**src/sv/gcst_pkg.sv**
```systemverilog
// Shared constants, codes and types for the garbage-collector color side table.
`timescale 1ns / 1ps
package gcst_pkg;

	localparam int ADDR_W        = 48;
	localparam int COLOR_W       = 8;
	localparam int CFG_CNT_W     = 13;
	localparam int GRANULE_SHIFT = 12;
	localparam int TABLE_DEPTH   = 4096;
	localparam int IDX_W         = $clog2(TABLE_DEPTH);
	localparam int USE_W         = IDX_W + 1;
	localparam int NUM_W         = (USE_W > CFG_CNT_W) ? USE_W : CFG_CNT_W;
	localparam int OFF_W         = ADDR_W - GRANULE_SHIFT;
	localparam int Q_DEPTH       = 4;
	localparam int Q_PTR_W       = $clog2(Q_DEPTH);

	localparam logic [1:0] OP_LOAD  = 2'd0;
	localparam logic [1:0] OP_STORE = 2'd1;
	localparam logic [1:0] OP_FLIP  = 2'd2;
	localparam logic [1:0] OP_NOP   = 2'd3;

	localparam logic REG_HEAP_BASE   = 1'b0;
	localparam logic REG_ENTRY_COUNT = 1'b1;

	localparam logic [CFG_CNT_W-1:0] ENTRY_COUNT_RESET = CFG_CNT_W'(4096);

	typedef struct packed {
		logic [1:0]         op;
		logic               in_range;
		logic [IDX_W-1:0]   idx;
		logic [USE_W-1:0]   count;
		logic [COLOR_W-1:0] color;
		logic [COLOR_W-1:0] match;
	} cmd_t;

endpackage

```
**src/sv/gcst_front.sv**
```systemverilog
// Front end: address to granule index, range check, command build.
`timescale 1ns / 1ps
module gcst_front (
	input  logic [1:0]                     operation,
	input  logic [gcst_pkg::ADDR_W-1:0]    address,
	input  logic [gcst_pkg::COLOR_W-1:0]   color,
	input  logic [gcst_pkg::COLOR_W-1:0]   match_color,
	input  logic [gcst_pkg::ADDR_W-1:0]    heap_base,
	input  logic [gcst_pkg::CFG_CNT_W-1:0] entry_count,
	output logic                           keep,
	output gcst_pkg::cmd_t                 cmd
);

	logic [gcst_pkg::ADDR_W:0]    diff;
	logic [gcst_pkg::NUM_W-1:0]   cnt_ext;
	logic [gcst_pkg::NUM_W-1:0]   depth;
	logic [gcst_pkg::NUM_W-1:0]   n_sat;
	logic [gcst_pkg::USE_W-1:0]   n_use;
	logic [gcst_pkg::OFF_W-1:0]   offs;
	logic                         in_range;

	always_comb begin
		diff     = {1'b0, address} - {1'b0, heap_base};
		cnt_ext  = gcst_pkg::NUM_W'(entry_count);
		depth    = gcst_pkg::NUM_W'(gcst_pkg::TABLE_DEPTH);
		n_sat    = (cnt_ext > depth) ? depth : cnt_ext;
		n_use    = gcst_pkg::USE_W'(n_sat);
		offs     = diff[gcst_pkg::ADDR_W-1:gcst_pkg::GRANULE_SHIFT];
		// borrow out means address below base
		in_range = !diff[gcst_pkg::ADDR_W] && (offs < gcst_pkg::OFF_W'(n_use));

		cmd.op       = operation;
		cmd.in_range = in_range;
		cmd.idx      = offs[gcst_pkg::IDX_W-1:0];
		cmd.count    = n_use;
		cmd.color    = color;
		cmd.match    = match_color;

		unique case (operation)
			gcst_pkg::OP_LOAD:  keep = 1'b1;
			gcst_pkg::OP_STORE: keep = in_range;
			gcst_pkg::OP_FLIP:  keep = 1'b1;
			gcst_pkg::OP_NOP:   keep = 1'b0;
			default:            keep = 1'b0;
		endcase
	end

endmodule

```
**config.mk**
```make
export PLATFORM = sky130hd
export DESIGN_NAME = gcst_front
export DESIGN_NICKNAME = d
export VERILOG_FILES = /design/src/sv/gcst_pkg.sv /design/src/sv/gcst_front.sv
export SDC_FILE = /design/constraint.sdc
export NUM_CORES = 1
export LEC_CHECK = 0
export BUFFER_PORTS_ARGS = -buffer_cell sky130_fd_sc_hd__buf_2
export CAP_MARGIN = 20
export CORE_UTILIZATION = 49
export DETAILED_ROUTE_END_ITERATION = 10
export MAX_ROUTING_LAYER = met4
export PLACE_DENSITY_LB_ADDON = 0.08
export RECOVER_POWER = 100
export SYNTH_ARGS = -nofsm -noshare
export SYNTH_HDL_FRONTEND = slang
export SYNTH_SLANG_ARGS = --single-unit
```
**constraint.sdc**
```tcl
create_clock -name vclk -period 5.01
set_input_delay 0.501 -clock vclk [all_inputs]
set_output_delay 0.501 -clock vclk [all_outputs]
set_load 0.05 [all_outputs]
```
==> metrics.txt <==
status=finished clean; crit end category=primary output; Syn Std Cell Area=0.00347 mm²; Syn. warnings=0; Port Buffers=140; Avg Cell Area, Syn=6.42 µm²; final hold viol count=0; initial antenna violation count=0; Overflow after GRT=0; fin nets=900; critical path launch point type=primary input; layout cell share with drive strength beyond 1=38.8%; drt pass-1 iters=5; Die H=86.2 µm; antenna cells=0; RSZ-0062 raised after global routing=yes; hold wc startpoint=match_color[0]; # fillers=526; register area share after synthesis=0%; Placer Congestion=1.01; first-pass GRT wire length=18,300 µm; vias post-DR=4,696; ANT nets after route=0; wire per inst=15.7 µm; number of vias per cell=5.81; Slew Limit Fails=0; CP arrival=4460 ps; Worst Setup Slack, final=48.0 ps; Core ar.=0.00683 mm²; final std cells w/o fill=808; DR iter-0 viols=237; Pwr Density=170 mW/mm²; worst endpoint required time=4510 ps; Seq cells=0; Period Utilization, post-route=99.0%; largest net degree at the start of global routing=14; gr usage total=30.9%; detailed placement HPWL=9810 µm; final setup violation count=0; drt drc=0; initial core utilization=50.8%; CLK BUF=0; Hold Path Class=primary input to primary output; die width=86.2 µm; critical path peak fanout=4; Placed Cells incl. Taps=795; max-cap viol count=0; worst-case hold path end point=cmd[0]; Crit Path Category=primary input to primary output; maximum clock rate=0.202 GHz; die area=0.00742 mm²; site row count=30; DRT Wirelength=12,700 µm; syn nets=727; worst hold margin=1000 ps; area grow syn2layout=51.5%; Rel. slew slack=60.3%; post-synth cell types=66; register area=0 µm²; I/O pins=172; WHS Path Cells=0; Worst Max-Slew Pin Slew=599 ps; number of global-route vias before repair=4,044; worst slack at placement=-236 ps; worst vdd ir=88.8 µV; cells after synthesis=541; Lkg Pwr=2.59 nW; final core utilization=77.0%; Final Critical Period=4960 ps
[critical path, stage by stage]
cell and delay [ps]:
buf_2 80, inv_2 40, ha_4 290, buf_6 100, o21a_1 170, o21bai_4 100, o21bai_4 190, a31oi_4 120
buf_4 150, buf_4 130, buf_4 120, buf_4 120, buf_4 120, buf_4 120, buf_4 130, xnor2_2 130
ha_1 200, a2111o_1 310, a21oi_2 170, nand3_1 100, nor4_2 300, nand4_1 190, buf_4 180, o41ai_4 210
buf_6 200
[synth_stat cells, drive strengths merged, types with 2 or more instances]
cell type / n / area [µm²]
nand2b: 6 / 37.5
nor4: 6 / 43.8
nand3: 7 / 35.0
a41o: 2 / 20.0
o211ai: 8 / 65.1
mux2i: 2 / 20.0
a21o: 17 / 128
xnor2: 12 / 105
a211o: 3 / 26.3
a31oi: 11 / 68.8
a311oi: 4 / 41.3
o21bai: 7 / 52.6
a21oi: 62 / 318
a221oi: 2 / 23.8
nor3: 10 / 55.1
nand2: 61 / 231
and3: 6 / 38.8
o31ai: 4 / 30.0
o22ai: 2 / 12.5
a22oi: 2 / 15.0
nor3b: 3 / 22.5
nor2b: 2 / 12.5
o21ai: 41 / 213
o21a: 5 / 37.5
a211oi: 3 / 27.5
nand4: 15 / 93.8
nor2: 45 / 171
and2: 2 / 13.8
inv: 67 / 251
buf: 22 / 165
o311ai: 2 / 17.5
clkbuf: 10 / 47.5
ha: 59 / 738
xor2: 13 / 114
[cell families after synthesis]
| logic type | after synthesis | synth area share, % |
|---|---|---|
| AOI/OAI and AO/OA | 186 | 34.9 |
| xor gates and xnor gates | 25 | 6.31 |
| adders and majority gates | 59 | 21.3 |
| buffers and inverters | 99 | 13.4 |
| muxes | 3 | 0.901 |
| and+or+nand+nor | 169 | 23.3 |
[where the power goes]
group | internal, W | switching [W] | total (W)
clock | 0 | 0 | 0
sequential | 0 | 0 | 0
combinational | 0.000379 | 0.000515 | 0.000895
total | 0.000379 | 0.000515 | 0.000895
[how the worst max path moves through the flow]
| stage | from | endpoint | slack [ps] | cells past startpoint |
|---|---|---|---|---|
| after global placement | address[6] | keep | -110 | 22 |
| after global routing | heap_base[9] | keep | -110 | 19 |
| after floorplan | heap_base[11] | keep | 0.2 | 19 |
| final | heap_base[8] | keep | 50 | 25 |
| after CTS | address[4] | keep | 10 | 21 |
| after detailed placement | address[6] | keep | -240 | 22 |
[per-layer routing]
metal  routed length [µm]  vias up  part of all wire (%)  global-route usage [%]
met5                    0        -                     0                       -
li1                     -     2294                     -                       -
met3                 1050       32                   8.3                    2.41
met1                 5440     2130                    43                    41.7
met4                  250        0                   2.0                    5.76
met2                 5950      240                    47                    50.6
[area by class of cell]
cell class | count | area, µm² | share of cell area [%]
inverters | 67 | 262 | 4.97
repair buffers | 203 | 1230 | 23.3
multi-input cells | 442 | 3650 | 69.4
well taps | 96 | 120 | 2.28
[per-stage QoR]
step | power (W) | instance area, µm² | setup TNS (ps)
CTS | 0.000795 | 4840 | 0
floorplan | 0.000570 | 3760 | 0
finish | 0.000895 | 5260 | 0
global route | 0.000958 | 5260 | -110
global placement | 0.000760 | 4740 | -177
detailed placement | 0.000773 | 4740 | -418
[what timing repair did]
item | CTS | global route
buffers inserted | 6 | 8
resized for setup | 12 | 73
pin swaps | 9 | 29
hold buffers | 0 | 0
setup endpoints to repair | 2 | 2
[placed cells by master (no fill, tap or decap), types with 6 or more instances in the layout]
master	Yosys	layout
a31oi_1	11	10
a21oi_2	2	8
a21o_1	17	17
nand4_1	15	15
a21oi_1	60	49
buf_4	22	63
o21ai_0	31	23
nor3_1	9	8
o211ai_1	7	7
nand2_1	60	59
buf_6	0	12
nand3_1	7	7
ha_1	59	37
nor2_1	44	41
nand2b_1	6	6
inv_1	67	58
o21ai_1	8	11
xnor2_1	12	6
inv_2	0	6
xor2_1	13	10
clkbuf_1	9	17
ha_4	0	20
buf_2	0	111
Power figures use the tool's default switching activity.
