### config.mk
export PLATFORM = sky130hd
export DESIGN_NAME = gcst_fifo
export DESIGN_NICKNAME = d
export VERILOG_FILES = /design/src/sv/gcst_pkg.sv /design/src/sv/gcst_fifo.sv
export SDC_FILE = /design/constraint.sdc
export NUM_CORES = 1
export LEC_CHECK = 0
export BUFFER_PORTS_ARGS = -buffer_cell sky130_fd_sc_hd__clkbuf_2
export CORE_ASPECT_RATIO = 2
export CORE_UTILIZATION = 53
export CTS_BUF_LIST = sky130_fd_sc_hd__clkbuf_4 sky130_fd_sc_hd__clkbuf_8
export DETAILED_ROUTE_END_ITERATION = 16
export PLACE_DENSITY_LB_ADDON = 0.12
export SYNTH_ARGS = -nofsm -noshare
export SYNTH_HDL_FRONTEND = slang
export SYNTH_SLANG_ARGS = --single-unit
### constraint.sdc
create_clock -name clk -period 2.05 [get_ports clk]
set_input_delay 0 -clock clk [delete_from_list [all_inputs] [get_ports clk]]
set_output_delay 0 -clock clk [all_outputs]
set_load 0.005 [all_outputs]
### src/sv/gcst_pkg.sv
// Shared constants, codes and types for the garbage-collector color side table.
`timescale 1ns / 1ps
package gcst_pkg;

	localparam int ADDR_W        = 48;
	localparam int COLOR_W       = 8;
	localparam int CFG_CNT_W     = 13;
	localparam int GRANULE_SHIFT = 12;
	localparam int TABLE_DEPTH   = 4096;
	localparam int IDX_W         = $clog2(TABLE_DEPTH);
	localparam int USE_W         = IDX_W + 1;
	localparam int NUM_W         = (USE_W > CFG_CNT_W) ? USE_W : CFG_CNT_W;
	localparam int OFF_W         = ADDR_W - GRANULE_SHIFT;
	localparam int Q_DEPTH       = 4;
	localparam int Q_PTR_W       = $clog2(Q_DEPTH);

	localparam logic [1:0] OP_LOAD  = 2'd0;
	localparam logic [1:0] OP_STORE = 2'd1;
	localparam logic [1:0] OP_FLIP  = 2'd2;
	localparam logic [1:0] OP_NOP   = 2'd3;

	localparam logic REG_HEAP_BASE   = 1'b0;
	localparam logic REG_ENTRY_COUNT = 1'b1;

	localparam logic [CFG_CNT_W-1:0] ENTRY_COUNT_RESET = CFG_CNT_W'(4096);

	typedef struct packed {
		logic [1:0]         op;
		logic               in_range;
		logic [IDX_W-1:0]   idx;
		logic [USE_W-1:0]   count;
		logic [COLOR_W-1:0] color;
		logic [COLOR_W-1:0] match;
	} cmd_t;

endpackage

### src/sv/gcst_fifo.sv
// Short command queue between front end and table engine.
`timescale 1ns / 1ps
module gcst_fifo (
	input  logic           clk,
	input  logic           arst_n,
	input  logic           push,
	input  gcst_pkg::cmd_t push_data,
	output logic           full,
	input  logic           pop,
	output gcst_pkg::cmd_t head,
	output logic           empty
);

	gcst_pkg::cmd_t                slot_q [gcst_pkg::Q_DEPTH];
	logic [gcst_pkg::Q_PTR_W-1:0] wr_ptr_q;
	logic [gcst_pkg::Q_PTR_W-1:0] rd_ptr_q;
	logic [gcst_pkg::Q_PTR_W:0]   fill_q;

	assign full  = (fill_q == (gcst_pkg::Q_PTR_W+1)'(gcst_pkg::Q_DEPTH));
	assign empty = (fill_q == '0);
	assign head  = slot_q[rd_ptr_q];

	always_ff @(posedge clk) begin
		if (push) begin
			slot_q[wr_ptr_q] <= push_data;
		end
	end

	always_ff @(posedge clk or negedge arst_n) begin
		if (!arst_n) begin
			wr_ptr_q <= '0;
			rd_ptr_q <= '0;
			fill_q   <= '0;
		end else begin
			if (push) begin
				wr_ptr_q <= wr_ptr_q + gcst_pkg::Q_PTR_W'(1);
			end
			if (pop) begin
				rd_ptr_q <= rd_ptr_q + gcst_pkg::Q_PTR_W'(1);
			end
			if (push && !pop) begin
				fill_q <= fill_q + (gcst_pkg::Q_PTR_W+1)'(1);
			end else if (pop && !push) begin
				fill_q <= fill_q - (gcst_pkg::Q_PTR_W+1)'(1);
			end
		end
	end

endmodule

==> qor.csv, run 1 <==
metric;value;unit
initial_utilization;54.2;%
die_width;82.1;microns
area_delta_synth_final;23.9;%
cp.required;2.05;ns
rsz0062_at_grt;no;
utilization;67.1;%
synth.area.top_cells;edfxtp_1, mux4_2, dfrtp_1, mux4_1, buf_12;
crit_path_max_incr_delay;0.57;ns
path_max_fanout;10;
yosysTopAreaCellShare;77.7;%
drtIter0Drc;137;
clockRootBuffer;clkbuf_8;
dp_cells;509;
vias_per_cell;5.40;
power_leakage;3.00;nW
arrival;1.85;ns
cp.buffers_inverters;2;
critical_path.top_delay_family;multiplexers;
fmax;542;MHz
port_buffers;93;
pwr_density_cell;1280;nW/um^2
num_antenna_cells;0;
syn_nets;318;
track_usage;19.5;%
skew;0.0120;ns
fin_nets;482;
overflow;0;
grt_pass1_wl;18.0;mm
routedWlPerCell;19.5;microns
grt_pass1_vias;3532;
drive_above_1_share;41.7;%
die_h;162;microns
routed_wl;11.5;mm
slew_viol_final;0;
numCtsBuffers;17;
ioPinCount;94;
netlist_instances;264;
ys_seq_elements;183;
ys_warn_count;0;
clkTransAtPathRegs;0.09;ns
max_cap_violations;0;
hold_viol;0;
worst_path_max_delay_cell;mux4_1;
clock_path_buffers;2;
max-vdd-ir-drop;0.864;mV
startpoint_type;flop;
tightestPinTransition;0.376;ns
syn_area_per_cell;25.8;sq um
finalCritPeriodShare;90.1;%
reg2reg_slack;0.46;ns
core-area;12600;sq um
final.setup.tns;0;ns
num_rows;58;
yosysTopAreaCell;edfxtp_1;
synth.distinct_cells;19;
maxSlewHeadroom;74.9;%
grt_max_degree;27;
num_vias;3191;
final_cells;591;
setup_viol;0;
place_congestion;0.753;
detail-route-antenna-nets;0;
hold_path_class;in2reg;
yosysSeqAreaShare;80.2;%
status;finished, final reports clean;
firstDrtPassIters;6;
end_kind;output pin;
insertion_delay;0.44;ns
cts_tree;built;
dp_hpwl;7.26;mm
die_area;13300;sq um
crit_chain;buf_4 > mux4_1 > clkbuf_2;
antenna_found_initial;0;
period_needed;1.85;ns
drc;0;
syn_area;6810;sq um
h-tree-depth;4;
cts_num_sinks;183;
critical_path_class;reg2out;
mostFrequentLayoutCells;edfxtp_1, clkbuf_2, dlygate4sd3_1;
final_common_cell;edfxtp_1;
-- Yosys cell counts --
library cell / count
mux4_1: 6
xnor2_1: 2
edfxtp_1: 176
nor2_1: 1
buf_2: 5
dfrtp_1: 7
fa_1: 1
mux4_2: 38
and2_1: 4
inv_1: 4
mux2_2: 1
buf_12: 4
ha_1: 5
o21ai_0: 1
nand2_1: 2
nor3_1: 1
xor2_1: 4
nor3b_1: 1
buf_6: 1
-- tightest hold or removal path, delay by kind of cell --
family,cells,cell delay (ns)
xor+xnor,1,0.06
buf+inv,2,0.65
-- registers in the layout (all words and copies together) (netlist names) --
| register | cells |
|---|---|
| rd_ptr_q | 2 |
| fill_q | 3 |
| wr_ptr_q | 2 |
| slot_q | 176 |
-- cell type report --
class,instances,area [sq um]
sequential,183,5470
fill,825,4130
multi-input combinational,67,1220
timing repair buffer,155,1100
clock buffer,17,234
clock inverter,15,208
tap,150,188
inverter,4,15.0
-- power breakdown --
part	switching (W)	total, W	internal (W)
Sequential	0.000210	0.00511	0.00490
Combinational	0.00152	0.00315	0.00163
Clock	0.00131	0.00257	0.00126
Total	0.00304	0.0108	0.00779
-- repair_timing --
action | CTS | global route
setup buffers | 2 | 0
hold buffers | 48 | 0
setup endpoints to repair | 6 | 0
endpoints found under the hold margin | 188 | 0
resized for setup | 0 | 0
-- metrics by stage --
step	total power (W)	cell area [sq um]	setup WS [ns]	hold slack, ns
final	0.0108	8430	0.204	0.307
after global routing	0.0114	8430	0.117	0.286
after CTS	0.0110	8430	0.154	0.277
after detailed placement	0.00833	7490	0.472	-0.152
after global placement	0.00828	7490	0.487	-0.157
after floorplan	0.00717	6810	0.0553	-0.296
-- routing by layer --
metal	global-route usage, %	wire length (microns)	up-vias
met5	0	0	-
li1	-	-	1450
met2	34.6	6570	85
met3	4.89	392	20
met1	21.4	4290	1636
met4	7.97	246	0
-- kinds of logic after synthesis --
logic type      Yosys count  share of synthesized area (%)
buf+inv                  14                           1.93
simple gates              9                          0.717
fa+ha+maj                 6                           1.21
xor+xnor                  6                          0.772
flops                   183                           80.2
compound gates            1                         0.0735
mux                      45                           15.1
-- worst paths after layout --
check | startpoint | depth (start not counted) | endpoint
setup / recovery | rd_ptr_q[0] | 3 | head[40]
hold / removal | pop | 3 | rd_ptr_q[0]
setup reg to reg | wr_ptr_q[0] | 4 | slot_q[2][37]
hold reg to reg | fill_q[2] | 1 | fill_q[2]
max in group asynchronous | arst_n | 3 | rd_ptr_q[0]
min in group asynchronous | arst_n | 3 | fill_q[0]
Note: power is estimated with default switching activity, not from simulation.
==> inputs of run 2 (changes only) <==
==> constraint.sdc (replaced) <==
create_clock -name clk -period 2.05 [get_ports clk]
set_input_delay 0 -clock clk [delete_from_list [all_inputs] [get_ports clk]]
set_output_delay 0 -clock clk [all_outputs]
set_load 0.01 [all_outputs]
==> run 2 against run 1 <==
  * Clock power fell by 13%
  * Wire length fell by 1.2%
  * Sequential power barely moved
  * Final area fell by 0.39%
  * Critical endpoint is now head[30]
  * Critical path depth did not move
  * Count of clock-buffer cells in the layout rose by 1
  * Via count fell by 0.38%
  * Largest power group unchanged
  * Total power fell by 0.60%
  * Non-clock buffer count rose by 1
  * Combinational power rose by 8.9%
  * Global-route usage fell by 0.39 points
  * Sequential share of layout area rose by 0.25 points
  * Largest cell class unchanged
==> qor.csv, run 2 (synthesized netlist as in run 1, its figures left out) <==
metric;value;unit;change
die_h;162;microns;unchanged
power;0.0108;W;-0.60%
power_leakage;2.98;nW;-0.68%
fmax;539;MHz;-0.41%
initial_utilization;54.2;%;unchanged
routed_wl;11.4;mm;-1.2%
clkTransAtPathRegs;0.10;ns;about the same
routedWlPerCell;19.2;microns;-1.3%
insertion_delay;0.44;ns;about the same
track_usage;19.1;%;-0.39 points
firstDrtPassIters;4;;-2
end_kind;output pin;;
dp_hpwl;7.04;mm;-3.0%
switching_share;30.4;%;+2.3 points
tightestPinTransition;0.381;ns;+0.00524 ns
final_common_cell;edfxtp_1;;
startpoint_type;flop;;
antenna_found_initial;0;;unchanged
vias_per_cell;5.37;;-0.54%
pwr_density_cell;1280;nW/um^2;-0.21%
period_needed;1.85;ns;+0.00753 ns
die_width;82.1;microns;unchanged
path_max_fanout;6;;-4
whs_endpoint;slot_q[3][29];;
drtIter0Drc;145;;+5.8%
numCtsBuffers;17;;unchanged
max-vdd-ir-drop;0.851;mV;-1.5%
h-tree-depth;4;;unchanged
setup_viol;0;;unchanged
setup_ws;0.196;ns;-0.00753 ns
area_delta_synth_final;23.4;%;
overflow;0;;unchanged
clock_path_buffers;2;;unchanged
reg2reg_slack;0.43;ns;-0.03 ns
rsz0062_at_grt;no;;
num_rows;58;;unchanged
p_int;0.00749;W;-3.8%
cts_tree;built;;
skew;0.0126;ns;+0.000624 ns
core-area;12600;sq um;unchanged
cts_num_sinks;183;;unchanged
utilization;66.9;%;-0.26 points
hold_viol;0;;unchanged
ioPinCount;94;;unchanged
max_cap_violations;0;;unchanged
drc;0;;unchanged
pre_cts_ws;0.372;ns;-0.0999 ns
clockRootBuffer;clkbuf_8;;
status;finished, final reports clean;;
hold_depth;2;;-1
final_cells;592;;+0.17%
grt_pass1_wl;17.7;mm;-1.3%
place_congestion;0.697;;-7.4%
grt_max_degree;34;;+26%
reg2reg_to;slot_q[1][17];;
maxSlewHeadroom;74.6;%;-0.35 points
slew_viol_final;0;;unchanged
fin_nets;483;;+0.21%
num_vias;3179;;-0.38%
critical_path_class;reg2out;;
p_comb_share;31.8;%;+2.7 points
num_antenna_cells;0;;unchanged
cp-startpoint;rd_ptr_q[0];;
seqPwrFrac;47.5;%;+0.3 points
pwr-share-clk;20.7;%;-3.0 points
r2r_cells;4;;unchanged
dp_cells;509;;unchanged
drive_above_1_share;41.9;%;+0.13 points
final.setup.tns;0;ns;unchanged
mostFrequentLayoutCells;edfxtp_1, clkbuf_2, dlygate4sd3_1;;
finalCritPeriodShare;90.4;%;+0.37 points
regMostFlops;slot_q;;
die_area;13300;sq um;unchanged
cp.required;2.05;ns;about the same
reg_top3;slot_q: 176 flops, fill_q: 3 flops;;
arrival;1.85;ns;about the same
grt_pass1_vias;3488;;-1.2%
holdCritStartpoint;push_data[29];;
detail-route-antenna-nets;0;;unchanged
timing.rr.start;wr_ptr_q[1];;
port_buffers;93;;unchanged
largest_reg_flops;176;;unchanged
hold_path_class;in2reg;;
p_switching;0.00327;W;+7.6%
[run 2: cell count changes in the layout (fill, tap and decap cells not counted), moves of 2 or more]
cell / change
buf_12: +2
buf_4: -2
bufinv_16: -3
inv_8: +2
[run 2: worst max-delay path, stage by stage, from the launching register on]
cell and delay, ns:
dfrtp_4 0.49, buf_4 0.20, mux4_1 0.57, clkbuf_2 0.15
[run 2: area by class of cell]
type	count	area (sq um)
Clock inverter	14	131
Timing Repair Buffer	156	1140
Tap cell	150	188
Clock buffer	18	241
Sequential cell	183	5470
Fill cell	832	4160
Inverter	4	15.0
Multi-Input combinational cell	67	1220
[run 2: worst max-delay path by stage]
stage                    to  slack, ns  cells after the start
2_1_floorplan  slot_q[3][0]       0.06                      2
3_3_place_gp       head[32]       0.37                      3
3_5_place_dp       head[32]       0.37                      3
4_1_cts            head[32]       0.02                      3
5_1_grt            head[32]       0.11                      3
6_report           head[30]       0.20                      3
[run 2: routing by layer]
metal | track usage (%) | wire, microns
met5 | 0 | 0
met4 | 7.50 | 183
met3 | 4.33 | 392
met2 | 33.5 | 6380
met1 | 21.9 | 4410
[run 2: per-stage QoR]
step                      area, sq um  hold WS [ns]
after floorplan                  6810        -0.296
after global placement           7520        -0.146
after detailed placement         7520        -0.137
after CTS                        8380         0.277
after global routing             8400         0.285
final                            8400         0.310
[run 2: what timing repair did]
item | CTS | global route
hold endpoints to repair | 188 | 0
setup buffers | 1 | 2
hold buffers | 48 | 0
gates resized for setup | 0 | 0
gates cloned | 0 | 0
endpoints found under the setup margin | 28 | 5
[run 2: power by group through the flow]
stage	logic, W	registers [W]	clock network (W)
6_report	0.00343	0.00511	0.00223
3_3_place_gp	0.00327	0.00525	0
5_1_grt	0.00373	0.00518	0.00243
2_1_floorplan	0.00230	0.00511	0
3_5_place_dp	0.00329	0.00529	0
4_1_cts	0.00347	0.00516	0.00228
==> inputs of run 3 (changes only) <==
--- a/config.mk
+++ b/config.mk
@@ -6,7 +6,6 @@
 export NUM_CORES = 1
 export LEC_CHECK = 0
 export BUFFER_PORTS_ARGS = -buffer_cell sky130_fd_sc_hd__clkbuf_2
-export CORE_ASPECT_RATIO = 2
 export CORE_UTILIZATION = 53
 export CTS_BUF_LIST = sky130_fd_sc_hd__clkbuf_4 sky130_fd_sc_hd__clkbuf_8
 export DETAILED_ROUTE_END_ITERATION = 16
==> run 3 against run 2 <==
  * Setup slack got worse by 0.044 ns
  * Sequential share of layout area decreased by 0.42 points
  * Combinational power decreased by 3%
  * Die area decreased by 0.20%
  * Cell count increased by 3.9%
  * Hold slack got worse by 0.0034 ns
  * Largest cell class unchanged
==> qor.csv, run 3 (synthesized netlist as in run 1, its figures left out) <==
metric;value;unit;change
status;finished, final reports clean;;
h-tree-depth;4;;unchanged
setup_viol;0;;unchanged
detail-route-antenna-nets;0;;unchanged
area_delta_synth_final;24.2;%;
track_usage;19.0;%;-0.056 points
num_rows;41;;-29%
final_common_cell;edfxtp_1;;
timing.rr.start;wr_ptr_q[0];;
p_switching;0.00317;W;-3.0%
core-area;12600;sq um;+0.11%
die_h;115;microns;-29%
clockRootBuffer;clkbuf_8;;
fillCellCount;831;;-0.12%
dp_hpwl;6.93;mm;-1.5%
holdWs;0.307;ns;-0.00343 ns
skew;0.00644;ns;-0.00614 ns
vias_per_cell;5.17;;-3.6%
insertion_delay;0.45;ns;about the same
drtIter0Drc;176;;+21%
num_vias;3182;;+0.094%
reg2reg_slack;0.55;ns;+0.12 ns
arrival;1.90;ns;+0.05 ns
slew_viol_final;0;;unchanged
fin_area;8450;sq um;+0.66%
crit_path_max_incr_delay;0.63;ns;+0.06 ns
cts_resized;0;;unchanged
grt_pass1_vias;3377;;-3.2%
power;0.0111;W;+2.8%
routedWlPerCell;18.5;microns;-3.6%
hold_path_class;in2reg;;
p_comb_share;30.2;%;-1.6 points
mostFrequentLayoutCells;edfxtp_1, clkbuf_2, dlygate4sd3_1;;
ioPinCount;94;;unchanged
worst_path_max_delay_cell;dfrtp_2;;
pwr_density_cell;1310;nW/um^2;+2.1%
grt_pass1_wl;17.6;mm;-0.93%
cts_num_sinks;183;;unchanged
r2r_cells;4;;unchanged
seqPwrFrac;46.8;%;-0.7 points
initial_utilization;54.1;%;-0.059 points
port_buffers;93;;unchanged
drive_above_1_share;41.8;%;-0.094 points
path_max_fanout;14;;+8
place_area;7520;sq um;about the same
end_kind;output pin;;
power_leakage;3.00;nW;+0.41%
antenna_found_initial;0;;unchanged
period_needed;1.90;ns;+0.0443 ns
tightestPinTransition;0.406;ns;+0.0253 ns
startpoint_type;flop;;
clkTransAtPathRegs;0.09;ns;about the same
die_area;13300;sq um;-0.20%
routed_wl;11.4;mm;+0.17%
finalCritPeriodShare;92.6;%;+2.2 points
hold_viol;0;;unchanged
numCtsBuffers;17;;unchanged
grt_max_degree;26;;-24%
firstDrtPassIters;4;;unchanged
max-vdd-ir-drop;0.660;mV;-22%
fmax;527;MHz;-2.3%
switching_share;28.7;%;-1.7 points
critical_path_class;reg2out;;
reg_top3;slot_q: 176 flops, fill_q: 3 flops;;
pwr-share-clk;23.0;%;+2.3 points
regMostFlops;slot_q;;
overflow;0;;unchanged
max_cap_violations;0;;unchanged
p_int;0.00789;W;+5.3%
crit_end;head[34];;
num_antenna_cells;0;;unchanged
cp.required;2.05;ns;about the same
crit_chain;buf_4 > mux4_2 > clkbuf_2;;
final.setup.tns;0;ns;unchanged
place_congestion;0.672;;-3.7%
maxSlewHeadroom;72.9;%;-1.7 points
die_width;115;microns;+40%
cts_tree;built;;
reg2reg_to;slot_q[0][16];;
rsz0062_at_grt;no;;
utilization;67.2;%;+0.36 points
drc;0;;unchanged
cp-startpoint;rd_ptr_q[1];;
clock_path_buffers;2;;unchanged
fin_nets;484;;+0.21%
largest_reg_flops;176;;unchanged
-- run 3: cell count changes in the layout (fill, tap and decap cells not counted), moves of 2 or more --
cell	change
clkinv_4	-2
buf_12	-3
bufinv_16	+4
buf_4	+5
clkinvlp_4	+3
inv_8	-5
-- run 3: area by class of cell --
cell class	instances	area (sq um)	area share, %
clock buffers	17	234	2.77
clock inverters	15	200	2.37
flip-flops and latches	183	5470	64.7
inverters	4	15.0	0.178
well taps	172	215	2.55
repair buffers	157	1100	13.1
multi-input cells	67	1220	14.4
-- run 3: power groups by stage --
stage,sequential [W],clock [W],combinational (W)
detailed placement,0.00534,0,0.00325
global route,0.00525,0.00276,0.00365
CTS,0.00519,0.00261,0.00343
floorplan,0.00511,0,0.00230
global placement,0.00530,0,0.00323
finish,0.00517,0.00255,0.00334
-- run 3: through the flow --
step,std cells,worst slack (ns)
2_1_floorplan,264,0.0553
3_3_place_gp,533,0.455
3_5_place_dp,533,0.443
4_1_cts,615,0.0760
5_1_grt,615,0.0302
6_report,615,0.152
-- run 3: routing by layer --
| layer | GRT usage (%) | share of wire [%] | vias to the layer above | routed length [microns] |
|---|---|---|---|---|
| met4 | 8.57 | 2.1 | 0 | 242 |
| met1 | 22.8 | 42 | 1626 | 4770 |
| met2 | 32.1 | 52 | 88 | 5870 |
| li1 | - | - | 1450 | - |
| met3 | 5.64 | 4.4 | 18 | 505 |
| met5 | 0 | 0 | - | 0 |
-- run 3: critical path: cells and delay by family, from the launching register on --
family | cells | cell delay, ns
buffers and inverters | 2 | 0.47
DFF | 1 | 0.63
muxes | 1 | 0.35
-- run 3: worst min-delay path by stage --
| stage | to | startpoint | slack (ns) | cells after the start |
|---|---|---|---|---|
| detailed placement | fill_q[2] | arst_n | -0.15 | 1 |
| floorplan | fill_q[0] | arst_n | -0.30 | 0 |
| global route | slot_q[2][20] | push_data[20] | 0.28 | 2 |
| global placement | fill_q[2] | arst_n | -0.16 | 1 |
| finish | slot_q[0][20] | push_data[20] | 0.31 | 2 |
| CTS | slot_q[0][20] | push_data[20] | 0.27 | 2 |
-- run 3: timing repair --
item,4_1_cts,5_1_grt
hold endpoints to repair,188,0
hold buffers,48,0
endpoints found under the setup margin,9,0
buffers inserted,2,0
